<file path="src/sv/fmr_pkg.sv">
`timescale 1ns / 1ps
`default_nettype none
// ----------------------------------------------------------------------------
// fmr_pkg
// Shared types and constants of the framed message receiver.
// ----------------------------------------------------------------------------
package fmr_pkg;

  localparam int unsigned PAYLOAD_DEPTH_DEF = 64;
  localparam int unsigned POS_W             = 7;
  localparam int unsigned CNT_W             = 7;
  localparam int unsigned IDX_W             = 6;
  localparam int unsigned CFG_W             = 64;
  localparam int unsigned CFG_IDX_W         = 3;
  localparam int unsigned OUT_DEPTH         = 4;
  localparam int unsigned OUT_PTR_W         = 2;
  localparam int unsigned OUT_CNT_W         = 3;

  // Header positions of the parser.
  localparam logic [POS_W-1:0] POS_START  = 7'd0;
  localparam logic [POS_W-1:0] POS_TEXT   = 7'd1;
  localparam logic [POS_W-1:0] POS_DEST   = 7'd2;
  localparam logic [POS_W-1:0] POS_SOURCE = 7'd3;
  localparam logic [POS_W-1:0] POS_LEN    = 7'd4;
  localparam logic [POS_W-1:0] POS_ID     = 7'd5;

  localparam logic [7:0] HEADER_LEN    = 8'd6;
  localparam logic [7:0] MIN_FRAME_LEN = 8'd7;

  localparam logic [7:0]       START_RST  = 8'd16;
  localparam logic [7:0]       TEXT_RST   = 8'd2;
  localparam logic [7:0]       DEST_RST   = 8'd136;
  localparam logic [7:0]       SOURCE_RST = 8'd0;
  localparam logic [CFG_W-1:0] MASK_RST   = 64'd0;

  typedef enum logic [CFG_IDX_W-1:0] {
    REG_START  = 3'd0,
    REG_TEXT   = 3'd1,
    REG_DEST   = 3'd2,
    REG_SOURCE = 3'd3,
    REG_MASK0  = 3'd4,
    REG_MASK1  = 3'd5,
    REG_MASK2  = 3'd6,
    REG_MASK3  = 3'd7
  } cfg_reg_e;

  typedef enum logic [1:0] {
    KIND_PAYLOAD  = 2'd0,
    KIND_EMPTY    = 2'd1,
    KIND_CSUM_ERR = 2'd2
  } kind_e;

  // One finished frame handed from the parser to the emitter.
  typedef struct packed {
    kind_e            kind;
    logic [7:0]       id;
    logic [CNT_W-1:0] count;
  } job_t;

  typedef struct packed {
    logic             we;
    logic [IDX_W-1:0] addr;
    logic [7:0]       data;
  } store_wr_t;

  typedef struct packed {
    kind_e            kind;
    logic [7:0]       id;
    logic [7:0]       data;
    logic [IDX_W-1:0] idx;
    logic             last;
  } result_t;

endpackage
`default_nettype wire

</file>
<file path="src/sv/fmr_front.sv">
`timescale 1ns / 1ps
`default_nettype none
// ----------------------------------------------------------------------------
// fmr_front
// Frame parser: header match, id filter, payload capture and checksum check.
// ----------------------------------------------------------------------------
module fmr_front #(
  parameter int unsigned PAYLOAD_DEPTH = fmr_pkg::PAYLOAD_DEPTH_DEF
) (
  input  wire logic                          clk_i,
  input  wire logic                          rst_ni,
  input  wire logic                          cfg_we_i,
  input  wire logic [fmr_pkg::CFG_IDX_W-1:0] cfg_idx_i,
  input  wire logic [fmr_pkg::CFG_W-1:0]     cfg_data_i,
  input  wire logic                          accept_i,
  input  wire logic                          cmd_i,
  input  wire logic [7:0]                    rx_byte_i,
  output fmr_pkg::job_t                      job_o,
  output logic                               job_push_o,
  output fmr_pkg::store_wr_t                 st_wr_o
);

  logic [7:0]               start_q, text_q, dest_q, source_q;
  logic [fmr_pkg::CFG_W-1:0] mask_q [4];

  logic [fmr_pkg::POS_W-1:0] pos_q, pos_d;
  logic [7:0]                len_q, len_d;
  logic [7:0]                id_q, id_d;
  logic [7:0]                sum_q, sum_d;
  logic                      held_q, held_d;

  always_ff @(posedge clk_i or negedge rst_ni) begin
    if (!rst_ni) begin
      start_q  <= fmr_pkg::START_RST;
      text_q   <= fmr_pkg::TEXT_RST;
      dest_q   <= fmr_pkg::DEST_RST;
      source_q <= fmr_pkg::SOURCE_RST;
      mask_q   <= '{default: fmr_pkg::MASK_RST};
    end else if (cfg_we_i) begin
      unique case (fmr_pkg::cfg_reg_e'(cfg_idx_i))
        fmr_pkg::REG_START:  start_q   <= cfg_data_i[7:0];
        fmr_pkg::REG_TEXT:   text_q    <= cfg_data_i[7:0];
        fmr_pkg::REG_DEST:   dest_q    <= cfg_data_i[7:0];
        fmr_pkg::REG_SOURCE: source_q  <= cfg_data_i[7:0];
        fmr_pkg::REG_MASK0:  mask_q[0] <= cfg_data_i;
        fmr_pkg::REG_MASK1:  mask_q[1] <= cfg_data_i;
        fmr_pkg::REG_MASK2:  mask_q[2] <= cfg_data_i;
        fmr_pkg::REG_MASK3:  mask_q[3] <= cfg_data_i;
        default: ;
      endcase
    end
  end

  always_ff @(posedge clk_i or negedge rst_ni) begin
    if (!rst_ni) begin
      pos_q  <= '0;
      len_q  <= '0;
      id_q   <= '0;
      sum_q  <= '0;
      held_q <= 1'b0;
    end else begin
      pos_q  <= pos_d;
      len_q  <= len_d;
      id_q   <= id_d;
      sum_q  <= sum_d;
      held_q <= held_d;
    end
  end

  always_comb begin
    logic [fmr_pkg::POS_W-1:0] idx;
    logic [7:0]                count;
    logic                      id_ok;

    pos_d      = pos_q;
    len_d      = len_q;
    id_d       = id_q;
    sum_d      = sum_q;
    held_d     = held_q;
    job_push_o = 1'b0;
    job_o      = '{kind: fmr_pkg::KIND_EMPTY, id: id_q, count: '0};
    st_wr_o    = '{we: 1'b0, addr: '0, data: rx_byte_i};

    idx   = pos_q - fmr_pkg::POS_W'(fmr_pkg::HEADER_LEN);
    count = len_q - fmr_pkg::MIN_FRAME_LEN;
    id_ok = mask_q[id_q[7:6]][id_q[5:0]];

    if (accept_i) begin
      if (cmd_i) begin
        held_d = 1'b0;
      end else if (held_q) begin
        pos_d = fmr_pkg::POS_START;
        sum_d = '0;
      end else begin
        case (pos_q)
          fmr_pkg::POS_START: begin
            if (rx_byte_i == start_q) begin
              pos_d = fmr_pkg::POS_TEXT;
              sum_d = rx_byte_i;
            end
          end
          fmr_pkg::POS_TEXT: begin
            if (rx_byte_i == text_q) begin
              pos_d = fmr_pkg::POS_DEST;
              sum_d = sum_q + rx_byte_i;
            end
          end
          fmr_pkg::POS_DEST: begin
            if (rx_byte_i == dest_q) begin
              pos_d = fmr_pkg::POS_SOURCE;
              sum_d = sum_q + rx_byte_i;
            end
          end
          fmr_pkg::POS_SOURCE: begin
            if (rx_byte_i == source_q) begin
              pos_d = fmr_pkg::POS_LEN;
              sum_d = sum_q + rx_byte_i;
            end
          end
          fmr_pkg::POS_LEN: begin
            len_d = rx_byte_i;
            sum_d = sum_q + rx_byte_i;
            pos_d = fmr_pkg::POS_ID;
          end
          fmr_pkg::POS_ID: begin
            id_d  = rx_byte_i;
            sum_d = sum_q + rx_byte_i;
            pos_d = fmr_pkg::POS_W'(fmr_pkg::HEADER_LEN);
          end
          default: begin
            if (len_q < fmr_pkg::MIN_FRAME_LEN || !id_ok) begin
              pos_d = fmr_pkg::POS_START;
            end else if ({1'b0, idx} < count) begin
              if (idx >= fmr_pkg::POS_W'(PAYLOAD_DEPTH)) begin
                pos_d = fmr_pkg::POS_START;
              end else begin
                st_wr_o.we   = 1'b1;
                st_wr_o.addr = idx[fmr_pkg::IDX_W-1:0];
                sum_d        = sum_q + rx_byte_i;
                pos_d        = pos_q + fmr_pkg::POS_W'(1);
              end
            end else begin
              // Checksum byte: the payload count is within the store here.
              pos_d      = fmr_pkg::POS_START;
              job_push_o = 1'b1;
              job_o.count = count[fmr_pkg::CNT_W-1:0];
              if (rx_byte_i != sum_q) begin
                job_o.kind = fmr_pkg::KIND_CSUM_ERR;
              end else begin
                held_d = 1'b1;
                job_o.kind = (count == '0) ? fmr_pkg::KIND_EMPTY : fmr_pkg::KIND_PAYLOAD;
              end
            end
          end
        endcase
      end
    end
  end

endmodule
`default_nettype wire

</file>
<file path="src/sv/fmr_jobq.sv">
`timescale 1ns / 1ps
`default_nettype none
// ----------------------------------------------------------------------------
// fmr_jobq
// Two-entry queue of finished frames between the parser and the emitter.
// ----------------------------------------------------------------------------
module fmr_jobq (
  input  wire logic          clk_i,
  input  wire logic          rst_ni,
  input  wire logic          push_i,
  input  wire fmr_pkg::job_t job_i,
  input  wire logic          pop_i,
  output logic               valid_o,
  output fmr_pkg::job_t      job_o,
  output logic               full_o,
  output logic               has_stream_o
);

  fmr_pkg::job_t ent_q [2];
  logic          wr_q, rd_q;
  logic [1:0]    cnt_q;

  always_ff @(posedge clk_i or negedge rst_ni) begin
    if (!rst_ni) begin
      wr_q  <= 1'b0;
      rd_q  <= 1'b0;
      cnt_q <= '0;
    end else begin
      if (push_i) begin
        wr_q <= ~wr_q;
      end
      if (pop_i) begin
        rd_q <= ~rd_q;
      end
      cnt_q <= cnt_q + 2'(push_i) - 2'(pop_i);
    end
  end

  always_ff @(posedge clk_i) begin
    if (push_i) begin
      ent_q[wr_q] <= job_i;
    end
  end

  assign valid_o = (cnt_q != '0);
  assign full_o  = (cnt_q == 2'd2);
  assign job_o   = ent_q[rd_q];

  always_comb begin
    logic live;
    has_stream_o = 1'b0;
    for (int i = 0; i < 2; i++) begin
      live = (cnt_q == 2'd2) || (cnt_q == 2'd1 && rd_q == 1'(i));
      if (live && ent_q[i].kind == fmr_pkg::KIND_PAYLOAD) begin
        has_stream_o = 1'b1;
      end
    end
  end

endmodule
`default_nettype wire

</file>
<file path="src/sv/fmr_back.sv">
`timescale 1ns / 1ps
`default_nettype none
// ----------------------------------------------------------------------------
// fmr_back
// Emitter: holds the payload store and turns each job into result words.
// ----------------------------------------------------------------------------
module fmr_back #(
  parameter int unsigned PAYLOAD_DEPTH = fmr_pkg::PAYLOAD_DEPTH_DEF
) (
  input  wire logic               clk_i,
  input  wire logic               rst_ni,
  input  wire fmr_pkg::store_wr_t st_wr_i,
  input  wire logic               job_valid_i,
  input  wire fmr_pkg::job_t      job_i,
  output logic                    job_pop_o,
  output logic                    busy_o,
  input  wire logic               pop_i,
  output logic                    empty_o,
  output fmr_pkg::result_t        res_o
);

  localparam int unsigned AW = (PAYLOAD_DEPTH > 1) ? $clog2(PAYLOAD_DEPTH) : 1;

  logic [7:0] mem [PAYLOAD_DEPTH];

  logic                       active_q;
  fmr_pkg::job_t              job_q;
  logic [fmr_pkg::CNT_W-1:0]  ptr_q;
  logic                       s_valid_q;
  fmr_pkg::result_t           s_res_q;
  logic [7:0]                 rd_data_q;

  fmr_pkg::result_t               fifo_q [fmr_pkg::OUT_DEPTH];
  logic [fmr_pkg::OUT_PTR_W-1:0]  wr_q, rd_q;
  logic [fmr_pkg::OUT_CNT_W-1:0]  cnt_q;

  logic             space, issue, rd_last, issue_done, is_payload, out_pop;
  fmr_pkg::result_t push_res;

  assign space = (cnt_q + fmr_pkg::OUT_CNT_W'(s_valid_q))
               < fmr_pkg::OUT_CNT_W'(fmr_pkg::OUT_DEPTH);
  assign issue      = active_q && space;
  assign is_payload = (job_q.kind == fmr_pkg::KIND_PAYLOAD);
  assign rd_last    = ((ptr_q + fmr_pkg::CNT_W'(1)) == job_q.count);
  assign issue_done = issue && (!is_payload || rd_last);
  assign job_pop_o  = !active_q && job_valid_i;
  assign busy_o     = active_q && is_payload;
  assign out_pop    = pop_i && (cnt_q != '0);

  always_ff @(posedge clk_i) begin
    if (st_wr_i.we) begin
      mem[st_wr_i.addr[AW-1:0]] <= st_wr_i.data;
    end
    if (issue && is_payload) begin
      rd_data_q <= mem[ptr_q[AW-1:0]];
    end
  end

  always_ff @(posedge clk_i or negedge rst_ni) begin
    if (!rst_ni) begin
      active_q  <= 1'b0;
      ptr_q     <= '0;
      s_valid_q <= 1'b0;
    end else begin
      s_valid_q <= issue;
      if (job_pop_o) begin
        active_q <= 1'b1;
        ptr_q    <= '0;
      end else begin
        if (issue_done) begin
          active_q <= 1'b0;
        end
        if (issue) begin
          ptr_q <= ptr_q + fmr_pkg::CNT_W'(1);
        end
      end
    end
  end

  always_ff @(posedge clk_i) begin
    if (job_pop_o) begin
      job_q <= job_i;
    end
    if (issue) begin
      s_res_q.kind <= job_q.kind;
      s_res_q.id   <= job_q.id;
      s_res_q.data <= '0;
      s_res_q.idx  <= is_payload ? ptr_q[fmr_pkg::IDX_W-1:0] : '0;
      s_res_q.last <= !is_payload || rd_last;
    end
  end

  always_comb begin
    push_res = s_res_q;
    if (s_res_q.kind == fmr_pkg::KIND_PAYLOAD) begin
      push_res.data = rd_data_q;
    end
  end

  // Output queue; issue only starts when a slot is left for the word in flight.
  always_ff @(posedge clk_i or negedge rst_ni) begin
    if (!rst_ni) begin
      wr_q  <= '0;
      rd_q  <= '0;
      cnt_q <= '0;
    end else begin
      if (s_valid_q) begin
        wr_q <= wr_q + fmr_pkg::OUT_PTR_W'(1);
      end
      if (out_pop) begin
        rd_q <= rd_q + fmr_pkg::OUT_PTR_W'(1);
      end
      cnt_q <= cnt_q + fmr_pkg::OUT_CNT_W'(s_valid_q) - fmr_pkg::OUT_CNT_W'(out_pop);
    end
  end

  always_ff @(posedge clk_i) begin
    if (s_valid_q) begin
      fifo_q[wr_q] <= push_res;
    end
  end

  assign empty_o = (cnt_q == '0);
  assign res_o   = fifo_q[rd_q];

endmodule
`default_nettype wire

</file>
<file path="src/sv/framed_message_receiver_top.sv">
`timescale 1ns / 1ps
`default_nettype none
// ----------------------------------------------------------------------------
// framed_message_receiver_top
// Receiver for DLE/STX framed messages with an additive 8-bit checksum.
// ----------------------------------------------------------------------------
// Usage: words go in through push/full. cmd_i = 0 carries a received byte,
// cmd_i = 1 releases a held frame. Results come out through empty/pop, the
// oldest on the result ports while empty is low. Registers are to be written
// with cfg_we_i, cfg_idx_i and cfg_data_i while the block is idle; the block
// itself does not enforce this. Bytes are taken one per cycle while full is
// low. A good frame's payload is read from the payload store one byte per
// cycle, so a frame with N payload bytes gives N results on consecutive
// cycles when the receiver pops every cycle; the first result passes through
// the job queue, the emitter's job register, its read stage and the output queue.
// While such a stream is still being read out of the store, full stays high.
// Error and empty-frame results are each a single result word.
// A good frame is held until a release.
// A stalled receiver fills the four-word output queue and then the two-entry
// job queue, after which full rises. Reset returns the parser to the start,
// clears the held flag and both queues and loads the register defaults; the
// payload store needs no clearing pass.
// ----------------------------------------------------------------------------
module framed_message_receiver_top #(
  parameter int unsigned PAYLOAD_DEPTH = fmr_pkg::PAYLOAD_DEPTH_DEF
) (
  input  wire logic                          clk_i,
  input  wire logic                          rst_ni,
  input  wire logic                          push,
  output logic                               full,
  input  wire logic                          cmd_i,
  input  wire logic [7:0]                    rx_byte_i,
  output logic                               empty,
  input  wire logic                          pop,
  output logic [1:0]                         kind_o,
  output logic [7:0]                         message_id_o,
  output logic [7:0]                         payload_byte_o,
  output logic [fmr_pkg::IDX_W-1:0]          byte_index_o,
  output logic                               last_o,
  input  wire logic                          cfg_we_i,
  input  wire logic [fmr_pkg::CFG_IDX_W-1:0] cfg_idx_i,
  input  wire logic [fmr_pkg::CFG_W-1:0]     cfg_data_i
);

  logic               accept;
  logic               job_push, jq_valid, jq_full, jq_stream, job_pop, back_busy;
  fmr_pkg::job_t      job_in, job_out;
  fmr_pkg::store_wr_t st_wr;
  fmr_pkg::result_t   res;

  // The store must not be rewritten while a payload stream still reads it.
  assign full   = jq_full || jq_stream || back_busy;
  assign accept = push && !full;

  fmr_front #(
    .PAYLOAD_DEPTH(PAYLOAD_DEPTH)
  ) u_front (
    .clk_i      (clk_i),
    .rst_ni     (rst_ni),
    .cfg_we_i   (cfg_we_i),
    .cfg_idx_i  (cfg_idx_i),
    .cfg_data_i (cfg_data_i),
    .accept_i   (accept),
    .cmd_i      (cmd_i),
    .rx_byte_i  (rx_byte_i),
    .job_o      (job_in),
    .job_push_o (job_push),
    .st_wr_o    (st_wr)
  );

  fmr_jobq u_jobq (
    .clk_i        (clk_i),
    .rst_ni       (rst_ni),
    .push_i       (job_push),
    .job_i        (job_in),
    .pop_i        (job_pop),
    .valid_o      (jq_valid),
    .job_o        (job_out),
    .full_o       (jq_full),
    .has_stream_o (jq_stream)
  );

  fmr_back #(
    .PAYLOAD_DEPTH(PAYLOAD_DEPTH)
  ) u_back (
    .clk_i       (clk_i),
    .rst_ni      (rst_ni),
    .st_wr_i     (st_wr),
    .job_valid_i (jq_valid),
    .job_i       (job_out),
    .job_pop_o   (job_pop),
    .busy_o      (back_busy),
    .pop_i       (pop),
    .empty_o     (empty),
    .res_o       (res)
  );

  assign kind_o         = res.kind;
  assign message_id_o   = res.id;
  assign payload_byte_o = res.data;
  assign byte_index_o   = res.idx;
  assign last_o         = res.last;

  a_no_store_write_in_stream: assert property (
    @(posedge clk_i) disable iff (!rst_ni)
    (jq_stream || back_busy) |-> !st_wr.we
  ) else $error("payload store written while a stream reads it");

  a_no_job_into_full_queue: assert property (
    @(posedge clk_i) disable iff (!rst_ni)
    job_push |-> !jq_full
  ) else $error("job pushed into a full queue");

  a_single_word_results: assert property (
    @(posedge clk_i) disable iff (!rst_ni)
    (!empty && res.kind != fmr_pkg::KIND_PAYLOAD) |->
      (last_o && byte_index_o == '0 && payload_byte_o == '0)
  ) else $error("error or empty-frame result malformed");

  a_stream_follows_job: assert property (
    @(posedge clk_i) disable iff (!rst_ni)
    job_pop |=> !job_pop
  ) else $error("emitter took two jobs in a row");

endmodule
`default_nettype wire
</file>
<file path="config.mk">
export PLATFORM = sky130hd
export DESIGN_NAME = framed_message_receiver_top
export DESIGN_NICKNAME = d
export VERILOG_FILES = /design/src/sv/fmr_pkg.sv /design/src/sv/fmr_front.sv /design/src/sv/fmr_jobq.sv /design/src/sv/fmr_back.sv /design/src/sv/framed_message_receiver_top.sv
export SDC_FILE = /design/constraint.sdc
export NUM_CORES = 1
export LEC_CHECK = 0
export ABC_AREA = 0
export BUFFER_PORTS_ARGS = -buffer_cell sky130_fd_sc_hd__buf_2
export CORE_MARGIN = 3
export CORE_UTILIZATION = 32
export CTS_CLUSTER_SIZE = 40
export DETAILED_ROUTE_END_ITERATION = 10
export GPL_TIMING_DRIVEN = 0
export PLACE_DENSITY = 0.5
export SLEW_MARGIN = 20
export SYNTH_ARGS = -nofsm -noshare
export SYNTH_HDL_FRONTEND = slang
export SYNTH_SLANG_ARGS = --single-unit
</file>
<file path="constraint.sdc">
create_clock -name clk_i -period 11.4 [get_ports clk_i]
set_input_delay 0.57 -clock clk_i [delete_from_list [all_inputs] [get_ports clk_i]]
set_output_delay 0.57 -clock clk_i [all_outputs]
set_load 0.02 [all_outputs]
</file>
Word level (Yosys, flattened, before mapping)
Memory sizes are Yosys's and may differ from the RTL's. A register that Yosys moved wholly into a read port is not among the register bits.
Cells that the tools add are included.
{ "totals": {"regBits": 357, "ram_bits": 646, "input_bits": 81, "out_inout_bits": 27, "word_cells": 194, "mem_count": 3} }
{ "mem_list": {"columns": ["name", "words", "width", "rd", "rd_clocked_by_memory_dff", "wr", "line", "source"], "rows": [
  ["u_back.mem", 64, 8, 1, 1, 1, "fmr_back.sv:24", "logic [7:0] mem [PAYLOAD_DEPTH];"],
  ["u_back.fifo_q", 4, 25, 1, 0, 1, "fmr_back.sv:33", "fmr_pkg::result_t fifo_q [fmr_pkg::OUT_DEPTH];"],
  ["u_jobq.ent_q", 2, 17, 3, 1, 1, "fmr_jobq.sv:19", "fmr_pkg::job_t ent_q [2];"]
]} }
{ "classes": {"add_sub_neg": 11, "order_cmp": 6, "n_eq_ne": 26, "n_mux": 69, "bitwise": 5, "n_reduce_logical": 48} }
{ "op_table": {"columns": ["operator", "n"], "rows": [
  ["7-bit two-way mux", 23],
  ["64-bit binary-select mux with 2-bit select", 1],
  ["64-bit two-way mux", 2],
  ["8-bit two-way mux", 9],
  ["7-bit one-hot mux with 6 select lines", 1],
  ["8-bit one-hot mux with 5 select lines", 1],
  ["8-bit == test", 4],
  ["1-bit two-way mux", 24],
  ["2-bit AND reduction", 8],
  ["7-bit by 1-bit adder with 7-bit output, second input constant", 2],
  ["7-bit by 2-bit == test with 1-bit output, second input constant", 2],
  ["7-bit by 3-bit == test with 1-bit output, second input constant", 2],
  ["2-bit two-way mux", 7],
  ["7-bit by 6-bit != test with 1-bit output, second input constant", 2],
  ["3-bit == test, second input constant", 4],
  ["3-bit by 1-bit != test with 1-bit output, second input constant", 4],
  ["1-bit logical AND", 11],
  ["9-bit AND reduction", 1],
  ["8-bit adder", 1],
  ["2-bit zero test", 4],
  ["8-bit zero test", 1],
  ["7-bit by 8-bit < comparator with 1-bit output", 1],
  ["8-bit by 3-bit < comparator with 1-bit output, second input constant", 1],
  ["8-bit != test", 1],
  ["31 further kinds", 48]
]} }

Longest topological paths before layout
{ "logic_depth": {"ltp_word": 15, "depth_mapped": 16, "ltp_nobuf": 14} }

Cells and area by module
Synthesis repeated with hierarchy kept, for this count alone.
{ "hier_totals": {"cells_unflattened": 2423, "area_unflattened_um2": 42975.0} }
{ "by_module_without_submodules": {"columns": ["module", "n_inst", "cells_each", "area_per_inst_um2", "seq_area_each_um2"], "rows": [
  ["fmr_back", 1, 1200, 25627.1, 20039.2],
  ["fmr_front", 1, 1146, 15862.7, 8012.7],
  ["fmr_jobq", 1, 75, 1470.2, 1121.1],
  ["framed_message_receiver_top", 1, 2, 15.0, 0.0]
]} }

Least setup slack after synthesis
No wires, ideal clock.
{ "synth_path": {"path_kind": "register -> register", "startpoint": "reg u_front.len_q[0]", "endpoint": "mem u_back.mem[36][0], enable pin", "setup_time_ns": 0.395, "arrival_time_ns": 4.072, "t_required_ns": 11.005, "path_slack_ns": 6.933, "stages_incl_launch_ff": 13, "path_buffers": 1, "synth_period_minus_slack_ns": 4.467, "cell_sequence": "dfrtp_1 ha_1 a21oi_1 xnor2_1 ha_1 a21o_1 o311a_1 o31ai_2 nand2_1 nor4_4 nand2_4 buf_6 nor4_1"} }
{ "synth_between": {"elab_chain_len": 10, "word_cells_on_any_way": 12, "cone_classes": "add/sub (1); order compare (2); mux (8); reduce/logical (1)"} }
{ "synth_lines": {"columns": ["item", "line", "source"], "rows": [
  ["start, declared", "fmr_front.sv:27", "logic [7:0] len_q, len_d;"],
  ["start signal, assigned", "fmr_front.sv:63", "len_q <= len_d;"],
  ["8-bit by 3-bit subtractor with 8-bit output", "fmr_front.sv:85", "count = len_q - fmr_pkg::MIN_FRAME_LEN;"],
  ["7-bit by 8-bit < comparator with 1-bit output", "fmr_front.sv:133", "end else if ({1'b0, idx} < count) begin"],
  ["7-bit two-way mux", "fmr_front.sv:133", null],
  ["7-bit two-way mux (*)", "fmr_front.sv:131", "if (len_q < fmr_pkg::MIN_FRAME_LEN || !id_ok) begin"],
  ["7-bit two-way mux (*)", "fmr_front.sv:95", "case (pos_q)"],
  ["7-bit two-way mux (*)", "fmr_front.sv:91", "end else if (held_q) begin"],
  ["7-bit two-way mux (*)", "fmr_front.sv:89", "if (cmd_i) begin"],
  ["7-bit two-way mux (*)", "fmr_front.sv:88", "if (accept_i) begin"],
  ["1-bit two-way mux", "fmr_back.sv:51", "if (st_wr_i.we) begin"],
  ["1-bit two-way mux (not written as such)", "fmr_back.sv:52", "mem[st_wr_i.addr[AW-1:0]] <= st_wr_i.data;"],
  ["end, declared", "fmr_back.sv:24", null]
]} }
Mark *: on every way between the ends. The rest lies on a longest branch, timed or not.

Final worst setup path
{ "layout_path": {"startpoint": "reg u_front.id_q[0]", "endpoint": "mem u_back.mem[21][4], enable pin"} }
{ "layout_between": {"elab_chain_len": 11} }
{ "layout_lines": {"columns": ["item", "line", "source"], "rows": [
  ["start, declared", "fmr_front.sv:28", "logic [7:0] id_q, id_d;"],
  ["start signal, assigned", "fmr_front.sv:64", "id_q <= id_d;"],
  ["1-bit binary-select mux with 6-bit select (*)", "fmr_front.sv:86", "id_ok = mask_q[id_q[7:6]][id_q[5:0]];"],
  ["1-bit two-way mux (not written as such) (*)", "fmr_front.sv:86", null],
  ["1-bit zero test (*)", "fmr_front.sv:131", null],
  ["1-bit logical OR (*)", "fmr_front.sv:131", null],
  ["7-bit two-way mux (*)", "fmr_front.sv:131", null],
  ["7-bit two-way mux (*)", "fmr_front.sv:95", null],
  ["7-bit two-way mux (*)", "fmr_front.sv:91", null],
  ["7-bit two-way mux (*)", "fmr_front.sv:89", null],
  ["7-bit two-way mux (*)", "fmr_front.sv:88", null],
  ["1-bit two-way mux", "fmr_back.sv:51", null],
  ["1-bit two-way mux (not written as such)", "fmr_back.sv:52", null]
]} }
Mark *: on every way between the ends. The rest lies on a longest branch, timed or not. The select of a mux whose other input is x is not followed.

==> flow_metrics.env <==
export IMPL_postCtsSetupRepairBufs=0
export IMPL_grt_max_degree=93
export IMPL_synthDistinctLibCells=74
export IMPL_r2r_start="u_front.id_q[0]"
export IMPL_clock_root_buffer="clkbuf_16"
export IMPL_grt_ovfl_total=0
export IMPL_core_area_sq_mm=0.132
export IMPL_hold_depth=2
export IMPL_rsz0062_at_grt="false"
export IMPL_setup_viol=0
export IMPL_netlist_area_sq_mm=0.0429
export IMPL_min_delay_worst_endpoint="u_front.held_q"
export IMPL_track_usage_pct=15.9
export IMPL_antenna_found_initial=8
export IMPL_hold_start="cmd_i"
export IMPL_n_fill_cell=12138
export IMPL_synth_top_cell_area_share_pct=48.2
export IMPL_post_route_period_util_pct=52.2
export IMPL_clk_path_buf_depth=3
export IMPL_yosysTopAreaCell="edfxtp_1"
export IMPL_finalHoldViolCount=0
export IMPL_clock_sinks=1028
export IMPL_synth_area_leaders="edfxtp_1, dfrtp_1, mux4_2"
export IMPL_dp_hpwl_mm=74.0
export IMPL_cp_end_kind="flip-flop"
export IMPL_ys_ff_latch=1028
export IMPL_place_congestion=0.794
export IMPL_routed_via_density=5.07
export IMPL_dieArea_sq_mm=0.138
export IMPL_synth_edf_count=688
export IMPL_final_seq_area_sq_mm=0.0292
export IMPL_cts_buffers=112
export IMPL_synthArstFlopShare_pct=33.1
export IMPL_portBuffers=105
export IMPL_worst_slew_pin_slew_ps=1110
export IMPL_grt_pass1_wl_mm=162
export IMPL_grt_pass1_vias=24210
export IMPL_start_util_pct=32.4
export IMPL_finish_cell_count_without_fillers=4426
export IMPL_maxCapViolations=0
export IMPL_dp_cells=4216
export IMPL_cts_tree="built"
export IMPL_ios=108
export IMPL_r2r_slack_ps=5450
export IMPL_clk_latency_ps=740
export IMPL_power_density_mw_per_mm2=228
export IMPL_drt_first_pass_iters=5
export IMPL_clk_pin_slew_ps=60
export IMPL_cts_max_level=3
export IMPL_avgSynthCellArea_sq_um=18.5
export IMPL_leakagePower_nw=17.3
export IMPL_ant_nets=0
export IMPL_finalClockSkew_ps=56.0
export IMPL_worstSetupPathType="reg -> reg"
export IMPL_required_ps=11740
export IMPL_routed_wl_mm=109
export IMPL_drc=0
export IMPL_post_cts_resize_count=0
export IMPL_yosysWarnings=0
export IMPL_seq_area_frac_synth_pct=68.0
export IMPL_synth_main_ff_cell="edfxtp_1"
export IMPL_nNetsFinal=2689
export IMPL_ff2ff_path_depth=12
export IMPL_timing_slew_headroom_pct=26.2
export IMPL_crit_arrival_ps=6280
export IMPL_fp_dieW_um=372
export IMPL_multi_input_area_sq_mm=0.0134
export IMPL_num_rows=133
export IMPL_drive_above_1_share_pct=36.7
export IMPL_slew_violations=0
export IMPL_layout_commonest_cell="edfxtp_1"
export IMPL_final_setup_tns_ps=0
export IMPL_status="complete, no violations"
export IMPL_synthCells=2322
export IMPL_drt_wirelength_per_cell_um=24.7
export IMPL_start_kind="flip-flop"
export IMPL_mostFrequentLayoutCells="edfxtp_1, dfrtp_1, mux2_2"
export IMPL_crit_path_max_fanout=10
export IMPL_fmax_mhz=168
export IMPL_die_h_um=372
export IMPL_syn_nets=2434
export IMPL_min_path_type="in -> reg"
export IMPL_ir_drop_uv=134
export IMPL_drt_iter0_markers=1407
export IMPL_regToRegEndpoint="u_back.mem[21][4]"
export IMPL_synthToLayoutAreaGrowth_pct=16.4
export IMPL_vias=22421
export IMPL_fin_crit_ps=5950
[routing by layer]
metal  track usage (%)  up-vias  part of all wire, %
met5                 0        -                0.031
met4              5.30        6                  3.0
met3              3.25      198                  4.9
met2              26.8      472                   50
met1              20.5    11957                   42
li1                  -     9788                    -
[Yosys cell counts (all sizes together), types with 27 or more instances]
cell type,n
xnor2,58
a21oi,27
nand2,53
mux2i,45
buf,52
nor3,43
ha,30
mux4,239
nor4,32
dfrtp,336
mux2,327
clkbuf,82
nor2,33
edfxtp,688
inv,40
[through the flow]
stage	area (sq um)	setup slack [ps]	hold slack (ps)	power, mW	utilization, %
finish	49900	5450	99.6	11.4	37.7
CTS	49900	5500	34.3	11.6	37.7
detailed placement	46300	5520	415	8.01	35.0
global route	49900	5310	73.1	12.0	37.7
floorplan	42900	6930	274	6.84	-
global placement	45600	3400	413	7.88	34.5
[sequential cells by signal (all words and copies together) (netlist names), 2 cells and up]
signal / cells
u_back.mem: 512
u_front.mask_q: 256
u_back.fifo_q: 100
u_jobq.ent_q: 34
u_back.job_q: 17
u_back.push_res: 17
u_back.rd_data_q: 8
u_front.dest_q: 8
u_front.id_q: 8
u_front.len_q: 8
u_front.source_q: 8
u_front.start_q: 8
u_front.sum_q: 8
u_front.text_q: 8
u_back.ptr_q: 7
u_front.pos_q: 7
u_back.cnt_q: 3
u_back.rd_q: 2
u_back.wr_q: 2
u_jobq.cnt_q: 2
[kinds of logic (layout without fill, tap and decap cells)]
| kind of cell | count (synthesis) | in the layout | synth area share (%) |
|---|---|---|---|
| AND/OR/NAND/NOR | 284 | 284 | 3.67 |
| buffers and inverters | 174 | 519 | 1.74 |
| adder cells (fa/ha/maj) | 31 | 31 | 0.922 |
| other | 0 | 4 | 0 |
| multiplexers | 611 | 611 | 22.3 |
| AO/OA/AOI/OAI | 123 | 123 | 1.96 |
| XOR/XNOR | 71 | 71 | 1.45 |
| flip-flops | 1028 | 1028 | 68.0 |
[worst max path at each step]
stage / from / end / slack, ps
6_report: u_front.id_q[0] / u_back.mem[21][4] / 5450
5_1_grt: u_front.id_q[0] / u_back.mem[21][4] / 5310
4_1_cts: u_front.id_q[0] / u_back.mem[20][3] / 5500
3_5_place_dp: u_front.id_q[0] / u_back.mem[19][1] / 5520
3_3_place_gp: rst_ni / u_front.start_q[1] / 3400
2_1_floorplan: u_front.len_q[0] / u_back.mem[36][0] / 6930
[report_power, final]
group          total [mW]  internal, mW  switching, mW
sequential           4.77          4.52          0.254
combinational        3.11          1.33           1.78
clock                3.53          2.03           1.50
[area by class of cell]
type / count / area share (%)
clock buffers: 151 / 6.09
repair buffers: 141 / 1.73
inverters: 40 / 0.301
plain buffers: 134 / 1.21
well taps: 1755 / 4.40
multi-input cells: 1120 / 26.8
diodes: 4 / 0.0200
flip-flops and latches: 1028 / 58.4
clock inverters: 53 / 1.09
[timing repair]
item / in CTS / in global routing
endpoints found under the setup margin: 0 / 0
endpoints found under the hold margin: 77 / 0
hold buffers: 1 / 0
[worst max-delay path, cell delays in order, from the launching register on]
cell	delay, ps
dfrtp_1	490
buf_2	330
buf_2	390
buf_2	440
buf_4	330
mux2i_1	120
a22oi_1	180
a31oi_1	130
o211ai_1	270
o211ai_1	370
nor4_2	770
nand4_1	780
nor3_2	920
Note: power is estimated with default switching activity, not from simulation.
